$ cat src/rtl/core/bsasp_pkg.sv
// Shared constants, types and helpers for the shortest-angle step planner.
`timescale 1ns / 1ps
`default_nettype none

package bsasp_pkg;

    localparam int ANGLE_FRAC_BITS = 8;
    localparam int Q16_SHIFT       = 16 - ANGLE_FRAC_BITS;

    localparam int ANG_W   = 18;
    localparam int SCALE_W = 24;
    localparam int STEP_W  = 16;
    localparam int POS_W   = 32;
    localparam int STAT_W  = 2;
    localparam int CFG_IDX_W = 4;

    // internal Q16 degree word; holds position * degrees_per_step plus wraps
    localparam int DW = 60;

    // shared multiplier operand and product widths
    localparam int MUL_A_W = POS_W + 1;
    localparam int MUL_B_W = SCALE_W + 1;
    localparam int MUL_P_W = MUL_A_W + MUL_B_W;

    localparam logic signed [DW-1:0] Q16_360 = DW'(360 * 65536);

    localparam logic [STAT_W-1:0] STATUS_MOVED = 2'd0;
    localparam logic [STAT_W-1:0] STATUS_BELOW = 2'd1;
    localparam logic [STAT_W-1:0] STATUS_RANGE = 2'd2;

    localparam logic [CFG_IDX_W-1:0] REG_UPPER_BOUND = 4'd0;
    localparam logic [CFG_IDX_W-1:0] REG_LOWER_BOUND = 4'd1;
    localparam logic [CFG_IDX_W-1:0] REG_STEPS_PER_DEG = 4'd2;
    localparam logic [CFG_IDX_W-1:0] REG_DEG_PER_STEP = 4'd3;

    localparam logic signed [ANG_W-1:0] UPPER_RESET = 18'sd91904;
    localparam logic signed [ANG_W-1:0] LOWER_RESET = -18'sd91904;
    localparam logic [SCALE_W-1:0] SPD_RESET = 24'd291271;
    localparam logic [SCALE_W-1:0] DPS_RESET = 24'd14746;

    typedef struct packed {
        logic signed [ANG_W-1:0] upper_limit;
        logic signed [ANG_W-1:0] lower_limit;
        logic [SCALE_W-1:0]      spd_q16;
        logic [SCALE_W-1:0]      dps_q16;
    } cfg_t;

    function automatic logic signed [DW-1:0] to_q16(input logic signed [ANG_W-1:0] a);
        logic signed [DW-1:0] ext;
        ext = DW'(a);
        return ext <<< Q16_SHIFT;
    endfunction

    function automatic logic [DW-1:0] mag(input logic signed [DW-1:0] v);
        return (v < 0) ? DW'(-v) : DW'(v);
    endfunction

endpackage

`default_nettype wire

$ cat src/rtl/core/bsasp_mul.sv
// Shared signed multiplier with registered product.
`timescale 1ns / 1ps
`default_nettype none

module bsasp_mul (
    input  wire logic                                  clk,
    input  wire logic                                  rst_n,
    input  wire logic signed [bsasp_pkg::MUL_A_W-1:0]  a,
    input  wire logic signed [bsasp_pkg::MUL_B_W-1:0]  b,
    output logic signed [bsasp_pkg::MUL_P_W-1:0]       prod
);

    logic signed [bsasp_pkg::MUL_P_W-1:0] prod_reg;

    assign prod = prod_reg;

    always_ff @(posedge clk or negedge rst_n)
    begin
        if (!rst_n)
            prod_reg <= '0;
        else
            prod_reg <= a * b;
    end

endmodule

`default_nettype wire

$ cat config.mk
export PLATFORM = sky130hd
export DESIGN_NAME = bsasp_mul
export DESIGN_NICKNAME = d
export VERILOG_FILES = /design/src/rtl/core/bsasp_pkg.sv /design/src/rtl/core/bsasp_mul.sv
export SDC_FILE = /design/constraint.sdc
export NUM_CORES = 2
export LEC_CHECK = 0
export BUFFER_PORTS_ARGS = -buffer_cell sky130_fd_sc_hd__buf_2
export CAP_MARGIN = 30
export CORE_MARGIN = 5
export CORE_UTILIZATION = 65
export CTS_BUF_LIST = sky130_fd_sc_hd__clkbuf_4
export DETAILED_ROUTE_END_ITERATION = 12
export PLACE_DENSITY = 0.83
export SYNTH_ARGS = -nofsm -noshare
export SYNTH_HDL_FRONTEND = slang
export SYNTH_SLANG_ARGS = --single-unit
$ cat constraint.sdc
create_clock -name clk -period 0.8 [get_ports clk]
set_input_delay 0.04 -clock clk [delete_from_list [all_inputs] [get_ports clk]]
set_output_delay 0.04 -clock clk [all_outputs]
set_load 0.02 [all_outputs]
# [Word-level counts from Yosys, hierarchy flattened]
# Cells that the tools add are included.
[totals] reg_bits=58 input_bits=60 out_inout_bits=58 word_cells=2
[classes] multipliers=1
[op_table] operator="33-bit by 25-bit multiplier with 58-bit output" count=1

# [Longest topological paths before layout]
[logic_depth] ltp_word=1 mapped_depth=27 ltp_nobuf=25

# [Least setup slack after synthesis]
# No wires, ideal clock.
[synth_path] path_kind="input to register" startpoint="input a[32] (netlist bit)" endpoint="register prod_reg (netlist bit prod[57])" setup_time_ns=0.148 t_arrival_ns=6.294 required_time_ns=0.652 path_slack_ns=-5.642 cell_stages=21 n_path_buf=2 path_cell_list="clkbuf_1 -> nand2_1 -> inv_1 -> fa_1 -> fa_1 -> inv_1 -> fa_1 -> inv_1 -> fa_1 -> fa_1 -> fa_1 -> fa_1 -> ha_1 -> clkbuf_8 -> a21o_1 -> a21o_1 -> a21o_1 -> a21o_1 -> and3_1 -> a21oi_1 -> o211ai_1"
[synth_between] elab_chain_len=1
[synth_lines] element="start: declaration" line="bsasp_mul.sv:8" rtl="input wire logic signed [bsasp_pkg::MUL_A_W-1:0] a,"
[synth_lines] element="33-bit by 25-bit multiplier with 58-bit output" line="bsasp_mul.sv:22" rtl="prod_reg <= a * b;"
[synth_lines] element="end signal: assignment" line="bsasp_mul.sv:22"
[synth_lines] element="end: declaration" line="bsasp_mul.sv:13" rtl="logic signed [bsasp_pkg::MUL_P_W-1:0] prod_reg;"
# No other way between the ends.

# [Worst setup path in the final report]
[layout_path] startpoint="input a[8] (netlist bit)" endpoint="register prod_reg (netlist bit prod[39])"
# The elaborated chain is that of the path after synthesis.

==> flow_summary.json <==
{
  "die_area_sq_um": 51300,
  "period_share_pct": 852,
  "cts_tree": "yes",
  "multi_input_area_sq_um": 27500,
  "fillers": 2075,
  "critPathLaunchType": "input pin",
  "numCtsBuffers": 9,
  "tns_ps": -290280,
  "synth_common_cells": "fa_1, inv_1, nand2_1, and2_1, ha_1",
  "cp.arrival_ps": 7200,
  "path_class": "input pin to flop",
  "cts_buffer_depth": 2,
  "via_per_inst": 6.45,
  "place_congestion": 1.00,
  "cts.sinks": 58,
  "synthesis.area_sq_um": 30500,
  "dieWidth_microns": 227,
  "design.core.area_sq_um": 46500,
  "synth_edf_count": 0,
  "cts.clk_slew.worst_paths_ps": 140,
  "yosysTopAreaCellShare_pct": 55.3,
  "final_cells": 4316,
  "fmax_ghz": 0.147,
  "cts_max_level": 3,
  "track_usage_pct": 39.7,
  "syn_to_final_growth_pct": 27.9,
  "synth_fp_nets": 4267,
  "vias": 27900,
  "io_buffers": 117,
  "ys_types": 60,
  "synth_top_area_cell": "fa_1",
  "place_inst": 4197,
  "synth_seq_cells": 58,
  "grt-ovfl-total": 0,
  "setup_slack_ps": -6020,
  "post-route-util_pct": 84.0,
  "startpoint": "a[8]",
  "firstDrtPassIters": 9,
  "worst_pin_slew_ps": 812,
  "drive_above_1_share_pct": 29.1,
  "dp_hpwl_microns": 77200,
  "outcome": "finished with violations",
  "yosysWarnings": 0,
  "final_nets": 4761,
  "synth.area.top_cells": "fa_1, inv_1, and2_1, ha_1, nand2_1",
  "ctsHoldBuffers": 1,
  "failed_checks": "hold timing, setup timing",
  "hold_path.class": "input pin to asynchronous set/reset pin",
  "cp.required_ps": 1180,
  "critPathCaptureType": "flop",
  "drc_errors": 0,
  "grt_pass1_wl_microns": 156000,
  "post-synth-top-count-cell": "fa_1",
  "grt_setup_unrepaired": "true",
  "postSynthAreaPerCell_sq_um": 9.51,
  "wire_per_inst_microns": 28.2,
  "grt_antenna_before_repair": 9,
  "hold_viol": 6,
  "ioPinCount": 118,
  "timing.hold.ws_ps": -49.3,
  "finalSetupViolations": 114,
  "yosysSeqAreaShare_pct": 4.76,
  "rows": 79,
  "die_h_microns": 227,
  "fin_crit_ps": 6820,
  "grt_max_degree": 35,
  "cap_violations": 0,
  "relSlewSlack_pct": 45.5,
  "critPathMaxFanout": 11,
  "async_flop_share_pct": 100,
  "largest_reg_flops": 58,
  "drv_slew": 0,
  "initial_core_util_pct": 65.6,
  "yosys_most_used_dff": "dfrtp_1",
  "drtIter0Drc": 3969,
  "grt_pass1_vias": 29800,
  "seqCellArea_sq_um": 1450,
  "wl_microns": 122000,
  "syn_inst": 3208,
  "antenna_left": 0,
  "cts-root-buf": "clkbuf_4"
}
-- per-layer routing --
layer | vias to the layer above | wire length, microns | track usage (%)
li1 | 10200 | - | -
met1 | 13500 | 33500 | 42.8
met2 | 2782 | 55400 | 68.1
met3 | 1356 | 16700 | 9.36
met4 | 16 | 15800 | 29.7
met5 | - | 203 | 0
-- worst max-delay path: stages --
cell and delay, ps:
buf_6 150, buf_4 200, and2_1 170, fa_1 430, fa_1 680, inv_1 270, fa_2 490, fa_1 530
fa_1 580, inv_1 190, fa_1 470, fa_1 670, ha_4 260, a21o_1 190, o21bai_2 210, a21oi_2 160
o21ai_1 110, nand3b_1 350, a31o_4 370, o211ai_1 300, and2_4 240, xnor2_2 120
-- stage by stage --
stage / setup slack, ps / instance area (sq um) / hold slack, ps
detailed placement: -5860 / 35400 / -78.5
floorplan: -5120 / 31800 / -256
global placement: -5700 / 35400 / -81.8
CTS: -4980 / 37600 / -15.1
global route: -6030 / 39000 / -21.4
finish: -6020 / 39000 / -49.3
-- cells by family after synthesis --
group | Yosys count | synth area share [%]
simple gates | 954 | 15.6
flops | 58 | 4.76
compound gates | 194 | 4.38
xor+xnor | 59 | 1.69
buf+inv | 944 | 11.8
fa+ha+maj | 999 | 61.7
-- layout make-up --
cell class                      count  share of cell area, %
Multi-Input combinational cell   2206                   70.6
Timing Repair Buffer              641                   15.6
Inverter                          786                   7.60
Sequential cell                    58                   3.72
Tap cell                          607                   1.95
Clock inverter                      5                  0.263
Clock buffer                       11                  0.212
Antenna cell                        2                 0.0128
-- layout by cell type (no fill, tap or decap), types with 56 or more instances in the layout --
cell type,netlist,layout
fa_1,842,769
ha_4,0,56
and2_1,409,346
buf_6,1,150
and2_4,0,63
inv_1,785,723
ha_1,157,95
inv_2,0,59
fa_2,0,73
dfrtp_1,58,58
buf_4,1,422
nand2_1,416,393
-- timing repair --
action | in CTS | in global routing
gates resized for setup | 367 | 285
setup buffers | 53 | 56
pin swaps | 161 | 175
endpoints found under the setup margin | 115 | 114
endpoints found under the hold margin | 58 | 6
gates cloned | 5 | 1
-- final timing paths --
check	end	slack (ps)	cells after the start
max	prod[39]	-6020	22
min	prod[56]	-50	2
max in group asynchronous	prod[33]	350	3
min in group clk	prod[0]	300	4
Power is left out: the tool's default activity adds up to more than one toggle a clock period on the data nets, which glitch-free logic cannot reach.
