File: src/rtl/core/bsasp_pkg.sv
// Shared constants, types and helpers for the shortest-angle step planner.
`timescale 1ns / 1ps
`default_nettype none

package bsasp_pkg;

    localparam int ANGLE_FRAC_BITS = 8;
    localparam int Q16_SHIFT       = 16 - ANGLE_FRAC_BITS;

    localparam int ANG_W   = 18;
    localparam int SCALE_W = 24;
    localparam int STEP_W  = 16;
    localparam int POS_W   = 32;
    localparam int STAT_W  = 2;
    localparam int CFG_IDX_W = 4;

    // internal Q16 degree word; holds position * degrees_per_step plus wraps
    localparam int DW = 60;

    // shared multiplier operand and product widths
    localparam int MUL_A_W = POS_W + 1;
    localparam int MUL_B_W = SCALE_W + 1;
    localparam int MUL_P_W = MUL_A_W + MUL_B_W;

    localparam logic signed [DW-1:0] Q16_360 = DW'(360 * 65536);

    localparam logic [STAT_W-1:0] STATUS_MOVED = 2'd0;
    localparam logic [STAT_W-1:0] STATUS_BELOW = 2'd1;
    localparam logic [STAT_W-1:0] STATUS_RANGE = 2'd2;

    localparam logic [CFG_IDX_W-1:0] REG_UPPER_BOUND = 4'd0;
    localparam logic [CFG_IDX_W-1:0] REG_LOWER_BOUND = 4'd1;
    localparam logic [CFG_IDX_W-1:0] REG_STEPS_PER_DEG = 4'd2;
    localparam logic [CFG_IDX_W-1:0] REG_DEG_PER_STEP = 4'd3;

    localparam logic signed [ANG_W-1:0] UPPER_RESET = 18'sd91904;
    localparam logic signed [ANG_W-1:0] LOWER_RESET = -18'sd91904;
    localparam logic [SCALE_W-1:0] SPD_RESET = 24'd291271;
    localparam logic [SCALE_W-1:0] DPS_RESET = 24'd14746;

    typedef struct packed {
        logic signed [ANG_W-1:0] upper_limit;
        logic signed [ANG_W-1:0] lower_limit;
        logic [SCALE_W-1:0]      spd_q16;
        logic [SCALE_W-1:0]      dps_q16;
    } cfg_t;

    function automatic logic signed [DW-1:0] to_q16(input logic signed [ANG_W-1:0] a);
        logic signed [DW-1:0] ext;
        ext = DW'(a);
        return ext <<< Q16_SHIFT;
    endfunction

    function automatic logic [DW-1:0] mag(input logic signed [DW-1:0] v);
        return (v < 0) ? DW'(-v) : DW'(v);
    endfunction

endpackage

`default_nettype wire

File: src/rtl/core/bsasp_cfg_if.sv
// Configuration write channel: register index and write data.
`timescale 1ns / 1ps
`default_nettype none

interface bsasp_cfg_if;
    logic                                   valid;
    logic                                   ready;
    logic [bsasp_pkg::CFG_IDX_W-1:0]        reg_index;
    logic [bsasp_pkg::SCALE_W-1:0]          write_data;

    modport source (output valid, output reg_index, output write_data, input ready);
    modport sink   (input valid, input reg_index, input write_data, output ready);
endinterface

`default_nettype wire

File: src/rtl/core/bsasp_cfg_regs.sv
// Configuration register file: bounds and step scale factors.
`timescale 1ns / 1ps
`default_nettype none

module bsasp_cfg_regs (
    input  wire logic        clk,
    input  wire logic        rst_n,
    bsasp_cfg_if.sink        cfg,
    output bsasp_pkg::cfg_t  regs
);

    bsasp_pkg::cfg_t regs_reg;

    assign cfg.ready = 1'b1;
    assign regs      = regs_reg;

    always_ff @(posedge clk or negedge rst_n)
    begin
        if (!rst_n)
        begin
            regs_reg.upper_limit <= bsasp_pkg::UPPER_RESET;
            regs_reg.lower_limit <= bsasp_pkg::LOWER_RESET;
            regs_reg.spd_q16     <= bsasp_pkg::SPD_RESET;
            regs_reg.dps_q16     <= bsasp_pkg::DPS_RESET;
        end
        else if (cfg.valid)
        begin
            case (cfg.reg_index)
                bsasp_pkg::REG_UPPER_BOUND:
                    regs_reg.upper_limit <= cfg.write_data[bsasp_pkg::ANG_W-1:0];
                bsasp_pkg::REG_LOWER_BOUND:
                    regs_reg.lower_limit <= cfg.write_data[bsasp_pkg::ANG_W-1:0];
                bsasp_pkg::REG_STEPS_PER_DEG:
                    regs_reg.spd_q16 <= cfg.write_data;
                bsasp_pkg::REG_DEG_PER_STEP:
                    regs_reg.dps_q16 <= cfg.write_data;
                default:
                    ;
            endcase
        end
    end

endmodule

`default_nettype wire

File: src/flat_wrapper.sv
// flat-port wrapper written by rule: the top's interface ports become plain ports
module bsasp_cfg_regs_flat 
  (clk, rst_n, regs, cfg_valid, cfg_reg_index, cfg_write_data, cfg_ready);
  bsasp_cfg_if cfg_i ();
  input  wire logic clk;
  input  wire logic rst_n;
  output bsasp_pkg::cfg_t regs;
  input wire logic [$bits(cfg_i.valid)-1:0] cfg_valid;
  input wire logic [$bits(cfg_i.reg_index)-1:0] cfg_reg_index;
  input wire logic [$bits(cfg_i.write_data)-1:0] cfg_write_data;
  output wire logic [$bits(cfg_i.ready)-1:0] cfg_ready;
  assign cfg_i.valid = cfg_valid;
  assign cfg_i.reg_index = cfg_reg_index;
  assign cfg_i.write_data = cfg_write_data;
  assign cfg_ready = cfg_i.ready;
  bsasp_cfg_regs u_core (.clk(clk), .rst_n(rst_n), .cfg(cfg_i), .regs(regs));
endmodule
File: config.mk
export PLATFORM = sky130hd
export DESIGN_NAME = bsasp_cfg_regs_flat
export DESIGN_NICKNAME = d
export VERILOG_FILES = /design/src/rtl/core/bsasp_pkg.sv /design/src/rtl/core/bsasp_cfg_if.sv /design/src/rtl/core/bsasp_cfg_regs.sv /design/src/flat_wrapper.sv
export SDC_FILE = /design/constraint.sdc
export NUM_CORES = 1
export LEC_CHECK = 0
export BUFFER_PORTS_ARGS = -buffer_cell sky130_fd_sc_hd__buf_2
export CAP_MARGIN = 20
export CELL_PAD_IN_SITES_DETAIL_PLACEMENT = 2
export CELL_PAD_IN_SITES_GLOBAL_PLACEMENT = 2
export CORE_MARGIN = 5
export CORE_UTILIZATION = 30
export DETAILED_ROUTE_END_ITERATION = 16
export PLACE_DENSITY = 0.72
export SLEW_MARGIN = 20
export SYNTH_ARGS = -nofsm -noshare
export SYNTH_HDL_FRONTEND = slang
export SYNTH_SLANG_ARGS = --single-unit
File: constraint.sdc
create_clock -name clk -period 0.8 [get_ports clk]
set_input_delay 0.08 -clock clk [delete_from_list [all_inputs] [get_ports clk]]
set_output_delay 0.08 -clock clk [all_outputs]
set_load 0.005 [all_outputs]
---- Word level (Yosys, flattened, before mapping) ----
Index checks and enable logic that the tools add are counted.
operators by class
  equality and inequality tests ........... 3
  reduce and logical (&&, ||, !) cells .... 5
operators with widths
  cell                                                                   count
  4-bit by 2-bit equality test with 1-bit output, second input constant  2
  2-bit AND reduction                                                    4
  4-bit by 1-bit equality test with 1-bit output, second input constant  1
  4-bit logical NOT                                                      1
storage, ports and cells
  logic and storage cells ................. 12
  register bits ........................... 84
  output and inout port bits .............. 85
  input port bits ......................... 31

---- Depth between registers and ports, before layout ----
Gate-level depths: netlist (run 1).
  word-level depth ........................ 2
  depth in mapped cells ................... 5
  gate-level depth less buffers ........... 3

---- Worst setup path after synthesis (run 1) ----
No wires, ideal clock.
  path kind ............................... input to register
  start point ............................. in cfg_reg_index[1]
  end point ............................... reg u_core.regs_reg (netlist bit u_core.regs[0])
  arrival ................................. 1055 ps
  path slack .............................. -380 ps
  cell stages on the path ................. 4
  required time ........................... 675 ps
  path buffers ............................ 1
  library setup time ...................... 125 ps
  cells stage by stage .................... nand2_1 -> nor4b_4 -> buf_6 -> mux2_2
between the ends
  cells in the longest elaborated chain, start to end .. 2
ends and longest elaborated chain
  item                                            RTL line              source
  start, declared                                 flat_wrapper.sv:9     input wire logic [$bits(cfg_i.reg_index)-1:0] cfg_reg_index;
  4-bit by 2-bit equality test with 1-bit output  bsasp_cfg_regs.sv:28  case (cfg.reg_index)
  2-bit AND reduction (no source line)            --
  end, declared                                   bsasp_cfg_regs.sv:12  bsasp_pkg::cfg_t regs_reg;
No other way between the ends.
A chain may end at the register's enable or synchronous reset.

---- Worst setup path in the final report (run 1) ----
  start point ............................. reg u_core.regs_reg (netlist bit u_core.regs[59])
  end point ............................... out regs[59] (netlist name)
RTL lines
  item           RTL line           source
  end, declared  flat_wrapper.sv:7  output bsasp_pkg::cfg_t regs;
No word-level cell between the ends.

==> results of run 1 <==
==> Yosys cell counts <==
master     n  area [µm²]
buf_4      1        7.51
and2b_2    1        8.76
nand3_2    1        10.0
nor2_1     1        3.75
nor4b_4    1        23.8
clkbuf_8   1        13.8
mux2_1     1        11.3
mux2_2    81         912
mux2_4     2        30.0
dfstp_2   29         762
nor3_2     1        10.0
conb_1     1        3.75
and2b_1    1        7.51
nand2_2    1        6.26
buf_6      6        67.6
nand2_1    1        3.75
dfrtp_1   55        1380
==> worst max-delay path by stage <==
stage	to	slack, ns	cells after the start
floorplan	u_core.regs[0]$_DFFE_PN0P_	-0.35	3
global placement	u_core.regs[14]$_DFFE_PN0P_	-0.45	4
detailed placement	u_core.regs[18]$_DFFE_PN0P_	-0.49	4
CTS	regs[4]	-0.31	1
global route	regs[59]	-0.37	1
finish	regs[59]	-0.32	1
==> per-layer routing <==
| layer | wire length, µm | vias up | GRT usage, % |
|---|---|---|---|
| met5 | 0 | - | 0 |
| met4 | 122 | 0 | 4.28 |
| met3 | 543 | 8 | 4.60 |
| met2 | 5980 | 79 | 30.2 |
| met1 | 4750 | 1227 | 21.8 |
| li1 | - | 1052 | - |
==> cell type report <==
| type | instances | area share, % |
|---|---|---|
| tap | 140 | 3.10 |
| timing repair buffer | 201 | 31.3 |
| multi-input combinational | 93 | 23.7 |
| clock buffer | 11 | 2.50 |
| sequential | 84 | 37.8 |
| clock inverter | 5 | 1.51 |
==> through the flow <==
step | TNS, ns | total power [mW] | worst slack [ns]
2_1_floorplan | -20.90 | 7.41 | -0.350
6_report | -23.33 | 14.4 | -0.323
3_5_place_dp | -35.26 | 9.06 | -0.485
4_1_cts | -22.48 | 13.6 | -0.306
5_1_grt | -28.96 | 15.1 | -0.374
3_3_place_gp | -32.89 | 8.89 | -0.451
==> kinds of logic (layout without fill, tap and decap cells) <==
group | Yosys count | count (layout)
multiplexers | 84 | 84
flip-flops | 84 | 84
AND/OR/NAND/NOR | 8 | 8
buffers and inverters | 8 | 217
other | 1 | 1
==> power groups by stage <==
stage / combinational [mW] / clock [mW] / sequential (mW)
after floorplan: 1.28 / 0 / 6.13
after global placement: 2.81 / 0 / 6.08
after detailed placement: 2.92 / 0 / 6.14
after CTS: 3.93 / 3.55 / 6.08
after global routing: 4.95 / 3.85 / 6.35
final: 4.62 / 3.53 / 6.21
==> what timing repair did <==
item / 4_1_cts / 5_1_grt
gates resized for setup: 55 / 46
pin swaps: 1 / 3
gates cloned: 6 / 0
hold buffers: 12 / 6
buffers inserted: 37 / 22
hold endpoints to repair: 80 / 19
setup endpoints to repair: 146 / 157
==> impl_metrics.tcl, run 1 <==
set metrics [dict create \
    grt_antenna_before_repair 0 \
    pwr-share-clk_pct 24.6 \
    root_buffer "clkbuf_8" \
    holdPathEnd "u_core.regs[5]$_DFFE_PN0P_" \
    rsz0062_at_grt "yes" \
    syn_inst 185 \
    hold_violations 0 \
    critical-path-max-stage-delay_ns 0.56 \
    grt_pass1_wl_um 16800 \
    cp_top_family "flip-flops" \
    ff2ff_setup_slack_ns -0.14 \
    min_period_over_period_pct 140 \
    synth_compound_gate_area_share_pct 0 \
    seqCellArea_um2 2140 \
    power_frac_comb_pct 32.2 \
    synth-adder-area-share_pct 0 \
    layout.cells.most_common "buf_2" \
    instances_no_fill 534 \
    synth_nets 216 \
    clkTransAtPathRegs_ns 0.10 \
    drcViolationCount 0 \
    worstHoldPathCells 2 \
    dieArea_um2 13000 \
    hold_path.class "input pin to flip-flop" \
    wire_per_inst_um 21.3 \
    dpl_cell_area_um2 4320 \
    vias_per_cell 4.43 \
    synth_xor_area_share_pct 0 \
    largest_reg_flops 84 \
    antennaDiodeCount 0 \
    cts_buffer_depth 2 \
    drive_gt1_share_pct 81.0 \
    power.density_nw_per_um2 2540 \
    htreeDepth 3 \
    hold_start "cfg_write_data[5]" \
    worstPathCellList "buf_2" \
    required_ns 0.72 \
    synth_warnings 0 \
    dp.cells 442 \
    fin_area_um2 5650 \
    setup_viol 155 \
    crit_type "flip-flop to output port" \
    setup_ws_ns -0.323 \
    grt_max_degree 40 \
    grt_overflow 0 \
    status "complete, but fails checks" \
    multi_input_area_um2 1340 \
    gp_congestion 0.681 \
    drv_slew 0 \
    start_util_pct 30.3 \
    power_leakage_nw 2.81 \
    p_sw_mw 3.82 \
    fp-row-count 38 \
    ir_drop_uv 1130 \
    finalCriticalPeriod_ns 1.12 \
    synthesis.area_um2 3260 \
    finClkSkew_ns 0 \
    grt_pass1_vias 2745 \
    ys_ff_latch 84 \
    cts_tree "built" \
    cp-startpoint "u_core.regs[59]$_DFFE_PN1P_" \
    maxCapViolations 0 \
    synth-simple-area-share_pct 2.27 \
    ios 116 \
    ys_seq_area_share_pct 65.6 \
    synth_top_family_by_area "multiplexers" \
    synthToLayoutAreaGrowth_pct 73.5 \
    r2r_end "u_core.regs[37]$_DFFE_PN1P_" \
    timing.critical_path.buf_inv 1 \
    port_buffers 114 \
    max_freq_mhz 891 \
    postRouteAntennaNets 0 \
    syn_area_per_cell_um2 17.6 \
    dpl.hpwl_um 6280 \
    hold_slack_ns 0.00920 \
    p_int_mw 10.5 \
    numCtsBuffers 9 \
    fp.dieW_um 114 \
    drt_iter0_markers 54 \
    switching_share_pct 26.6 \
    critical_path.slowest_cell "dfstp_2" \
    sequentialPowerShare_pct 43.3 \
    drt-pass1-iter-count 3 \
    core_um2 10700 \
    clock-sinks 84 \
    layout_common_cells "buf_2 (89), mux2_4 (74), dfrtp_1 (55)" \
    fill_cells 973 \
    cp_max_fo 2 \
    rr_startpoint "u_core.regs[37]$_DFFE_PN1P_" \
    vias 2366 \
    die_y_um 114 \
    endpoint_kind "output port" \
    track_usage_pct 17.5 \
    r2r_cells 3 \
    post-route-util_pct 52.6 \
    synth_mux_area_share_pct 29.3 \
    arrival_ns 1.04 \
    wirelength_um 11400 \
    layout.nets 420 \
    clkLatencyLatePin_ns 0.36 \
    violations "setup timing" \
    synth.distinct_cells 17 \
    startpoint_type "flip-flop" \
]
(Power assumes the default switching activity.)
==> run 2, diff against run 1 <==
--- a/config.mk
+++ b/config.mk
@@ -13,6 +13,7 @@
 export CORE_UTILIZATION = 30
 export DETAILED_ROUTE_END_ITERATION = 16
 export PLACE_DENSITY = 0.72
+export SKIP_CTS_REPAIR_TIMING = 1
 export SLEW_MARGIN = 20
 export SYNTH_ARGS = -nofsm -noshare
 export SYNTH_HDL_FRONTEND = slang
==> impl_metrics.tcl, run 2 (synthesis results as in run 1) <==
set metrics [dict create \
    dpl.hpwl_um 6280 \
    root_buffer "clkbuf_8" \
    critical-path-max-stage-delay_ns 0.57 \
    drive_gt1_share_pct 80.6 \
    fp-row-count 38 \
    hold_start "cfg_write_data[0]" \
    power.density_nw_per_um2 2570 \
    post-route-util_pct 49.6 \
    worstPathCellList "buf_6" \
    dieArea_um2 13000 \
    postRouteAntennaNets 0 \
    fp.dieW_um 114 \
    rsz0062_at_grt "yes" \
    cp_max_fo 2 \
    gp_congestion 0.681 \
    maxCapViolations 0 \
    grt_pass1_wl_um 13700 \
    hold_path.class "input pin to flip-flop" \
    track_usage_pct 13.5 \
    seqCellArea_um2 2140 \
    ff2ff_setup_slack_ns -0.13 \
    cts_buffer_depth 2 \
    rr_startpoint "u_core.regs[35]$_DFFE_PN0P_" \
    multi_input_area_um2 1320 \
    ios 116 \
    startpoint_type "flip-flop" \
    cp_top_family "flip-flops" \
    setup_viol 150 \
    required_ns 0.72 \
    wirelength_um 10100 \
    status "complete, but fails checks" \
    cts_tree "built" \
    clock-sinks 84 \
    layout.nets 398 \
    grt_antenna_before_repair 0 \
    wire_per_inst_um 19.7 \
    drt-pass1-iter-count 4 \
    grt_pass1_vias 2355 \
    die_y_um 114 \
    clkLatencyLatePin_ns 0.34 \
    numCtsBuffers 9 \
    port_buffers 114 \
    drt_iter0_markers 37 \
    fill_cells 1027 \
    dp_slack_ns -0.485 \
    hold_violations 0 \
    synthToLayoutAreaGrowth_pct 63.6 \
    vias_per_cell 4.42 \
    layout_common_cells "buf_2 (94), mux2_4 (72), dfrtp_1 (55)" \
    hold_slack_ns 0.0210 \
    ir_drop_uv 1030 \
    worstHoldPathCells 2 \
    critical_path.slowest_cell "dfstp_2" \
    r2r_end "u_core.regs[35]$_DFFE_PN0P_" \
    drv_slew 0 \
    grt_max_degree 40 \
    finClkSkew_ns 0 \
    min_period_over_period_pct 137 \
    finalCriticalPeriod_ns 1.09 \
    vias 2263 \
    arrival_ns 1.01 \
    grt_overflow 0 \
    holdPathEnd "u_core.regs[24]$_DFFE_PN1P_" \
    layout.cells.most_common "buf_2" \
    drcViolationCount 0 \
    timing.critical_path.buf_inv 1 \
    largest_reg_flops 84 \
    r2r_cells 2 \
    setup_ws_ns -0.294 \
    clkTransAtPathRegs_ns 0.09 \
    antennaDiodeCount 0 \
    htreeDepth 3 \
    crit_type "flip-flop to output port" \
    endpoint_kind "output port" \
    power_leakage_nw 2.66 \
    violations "setup timing" \
    max_freq_mhz 914 \
    start_util_pct 30.3 \
    core_um2 10700 \
]
run 2: changes by cell type in the layout (fill, tap and decap cells not counted), sizes merged:
cell | previous run | this run
buf | 183 | 162
clkbuf | 11 | 14
dlygate4sd3 | 18 | 14
run 2: worst reg2reg max path, cell delays in order, from the launching register on:
cell     delay [ns]
dfrtp_1        0.42
buf_6          0.13
mux2_4         0.27
run 2: worst max path at each step:
stage	from	end	slack [ns]	cells past startpoint
after floorplan	cfg_reg_index[3]	u_core.regs[0]$_DFFE_PN0P_	-0.35	3
after global placement	cfg_reg_index[3]	u_core.regs[14]$_DFFE_PN0P_	-0.45	4
after detailed placement	cfg_reg_index[3]	u_core.regs[18]$_DFFE_PN0P_	-0.49	4
after CTS	u_core.regs[36]$_DFFE_PN1P_	regs[36]	-0.31	1
after global routing	u_core.regs[32]$_DFFE_PN1P_	regs[32]	-0.35	1
final	u_core.regs[32]$_DFFE_PN1P_	regs[32]	-0.29	1
run 2: metal layers:
metal	up-vias	share of wire, %	global-route usage (%)
met5	-	0	0
li1	1010	-	-
met1	1176	45	18.6
met3	5	4.7	3.96
met2	72	50	21.1
met4	0	0.52	3.09
run 2: metrics by stage:
| step | instances | TNS [ns] | total power, mW | instance area (µm²) |
|---|---|---|---|---|
| floorplan | 185 | -20.90 | 7.41 | 3490 |
| global placement | 442 | -32.89 | 8.89 | 4320 |
| detailed placement | 442 | -35.26 | 9.06 | 4320 |
| CTS | 458 | -21.82 | 12.6 | 4550 |
| global route | 512 | -26.77 | 14.5 | 5330 |
| finish | 512 | -21.34 | 13.7 | 5330 |
run 2: power by group:
group	internal, mW	switching [mW]	total, mW
sequential	5.49	0.673	6.16
combinational	2.80	1.27	4.07
clock	1.86	1.58	3.44
total	10.2	3.52	13.7
run 2: cell type report:
class	instances	area share (%)
clock buffers	11	2.65
clock inverters	5	1.60
multi-input cells	93	24.8
flip-flops and latches	84	40.1
well taps	140	3.29
repair buffers	179	27.5
==> run 3, diff against run 2 <==
--- a/config.mk
+++ b/config.mk
@@ -13,6 +13,7 @@
 export CORE_UTILIZATION = 30
 export DETAILED_ROUTE_END_ITERATION = 16
 export PLACE_DENSITY = 0.72
+export REMOVE_ABC_BUFFERS = 1
 export SKIP_CTS_REPAIR_TIMING = 1
 export SLEW_MARGIN = 20
 export SYNTH_ARGS = -nofsm -noshare
==> impl_metrics.tcl, run 3 (synthesis results as in run 1) <==
set metrics [dict create \
    worstPathCellList "buf_6" \
    r2r_end "u_core.regs[47]$_DFFE_PN0P_" \
    cp-startpoint "u_core.regs[24]$_DFFE_PN1P_" \
    layout_common_cells "buf_2 (87), dfrtp_1 (55), mux2_4 (46)" \
    htreeDepth 3 \
    numCtsBuffers 9 \
    hold_path.class "input pin to flip-flop" \
    die_y_um 114 \
    postRouteAntennaNets 0 \
    grt_overflow 0 \
    max_freq_mhz 926 \
    synthToLayoutAreaGrowth_pct 56.2 \
    hold_start "cfg_write_data[0]" \
    arrival_ns 1.00 \
    rr_startpoint "u_core.regs[47]$_DFFE_PN0P_" \
    fp.dieW_um 114 \
    hold_violations 0 \
    r2r_cells 2 \
    endpoint_kind "output port" \
    track_usage_pct 13.1 \
    drt-pass1-iter-count 4 \
    cp_top_family "flip-flops" \
    root_buffer "clkbuf_8" \
    clkTransAtPathRegs_ns 0.08 \
    cts_buffer_depth 2 \
    finalCriticalPeriod_ns 1.08 \
    vias_per_cell 4.49 \
    grt_pass1_wl_um 13000 \
    ios 116 \
    critical-path-max-stage-delay_ns 0.56 \
    port_buffers 114 \
    setup_ws_ns -0.279 \
    status "complete, but fails checks" \
    grt_max_degree 39 \
    antennaDiodeCount 0 \
    cts_tree "built" \
    layout.nets 379 \
    power.density_nw_per_um2 2430 \
    ir_drop_uv 911 \
    grt_antenna_before_repair 0 \
    maxCapViolations 0 \
    setup_viol 152 \
    clock-sinks 84 \
    post-route-util_pct 47.4 \
    startpoint_type "flip-flop" \
    grt_pass1_vias 2326 \
    min_period_over_period_pct 135 \
    timing.critical_path.buf_inv 1 \
    cp_max_fo 2 \
    worstHoldPathCells 2 \
    critical_path.slowest_cell "dfstp_2" \
    instances_no_fill 493 \
    finClkSkew_ns 0 \
    clkLatencyLatePin_ns 0.34 \
    power_leakage_nw 2.43 \
    ff2ff_setup_slack_ns -0.12 \
    dieArea_um2 13000 \
    drcViolationCount 0 \
    core_um2 10700 \
    layout.cells.most_common "buf_2" \
    largest_reg_flops 84 \
    wire_per_inst_um 20.8 \
    violations "setup timing" \
    dpl.hpwl_um 6120 \
    vias 2216 \
    required_ns 0.72 \
    dp.cells 443 \
    holdPathEnd "u_core.regs[24]$_DFFE_PN1P_" \
    fp-row-count 38 \
    wirelength_um 10200 \
    drv_slew 0 \
    rsz0062_at_grt "yes" \
    crit_type "flip-flop to output port" \
    dp_slack_ns -0.511 \
    drt_iter0_markers 60 \
    start_util_pct 30.3 \
    drive_gt1_share_pct 77.9 \
    gp_congestion 0.724 \
]
## run 3: changes by cell type in the layout (fill, tap and decap cells not counted), moves of 2 or more
| cell | previous run | this run |
|---|---|---|
| mux2_2 | 12 | 38 |
| clkbuf_1 | 1 | 4 |
| buf_8 | 1 | 5 |
| buf_6 | 37 | 30 |
| buf_4 | 20 | 6 |
| buf_2 | 94 | 87 |
| bufinv_16 | 2 | 0 |
| dlygate4sd3_1 | 14 | 17 |
| mux2_4 | 72 | 46 |
## run 3: layer usage
| layer | track usage [%] | wire [µm] |
|---|---|---|
| met1 | 15.7 | 4140 |
| met2 | 21.7 | 5490 |
| met3 | 5.44 | 580 |
| met4 | 3.56 | 29 |
| met5 | 0 | 0 |
## run 3: through the flow
| step | setup TNS (ns) | total power, mW | area [µm²] | hold WS [ns] |
|---|---|---|---|---|
| 2_1_floorplan | -41.42 | 7.03 | 3170 | -0.216 |
| 3_3_place_gp | -34.06 | 8.49 | 4100 | -0.0653 |
| 3_5_place_dp | -34.81 | 8.67 | 4100 | -0.0621 |
| 4_1_cts | -21.83 | 11.5 | 4270 | -0.453 |
| 5_1_grt | -25.99 | 13.1 | 5090 | 0.00261 |
| 6_report | -21.15 | 12.4 | 5090 | 0.0232 |
## run 3: how the worst max path moves through the flow
stage | to | cells past startpoint
global route | regs[4] | 1
finish | regs[24] | 1
floorplan | u_core.regs[0]$_DFFE_PN0P_ | 3
global placement | u_core.regs[5]$_DFFE_PN0P_ | 5
CTS | regs[32] | 1
detailed placement | u_core.regs[47]$_DFFE_PN0P_ | 5
## run 3: power by group
part           internal [mW]  switching [mW]
Clock                   1.31            1.46
Combinational           2.32            1.18
Sequential              5.49           0.610
Total                   9.11            3.25
## run 3: final cells by class
class                   instances  area, µm²
repair buffers                160       1380
fillers                      1043       5660
clock inverters                 1       7.51
well taps                     140        175
multi-input cells              93       1220
clock buffers                  15        166
flip-flops and latches         84       2140
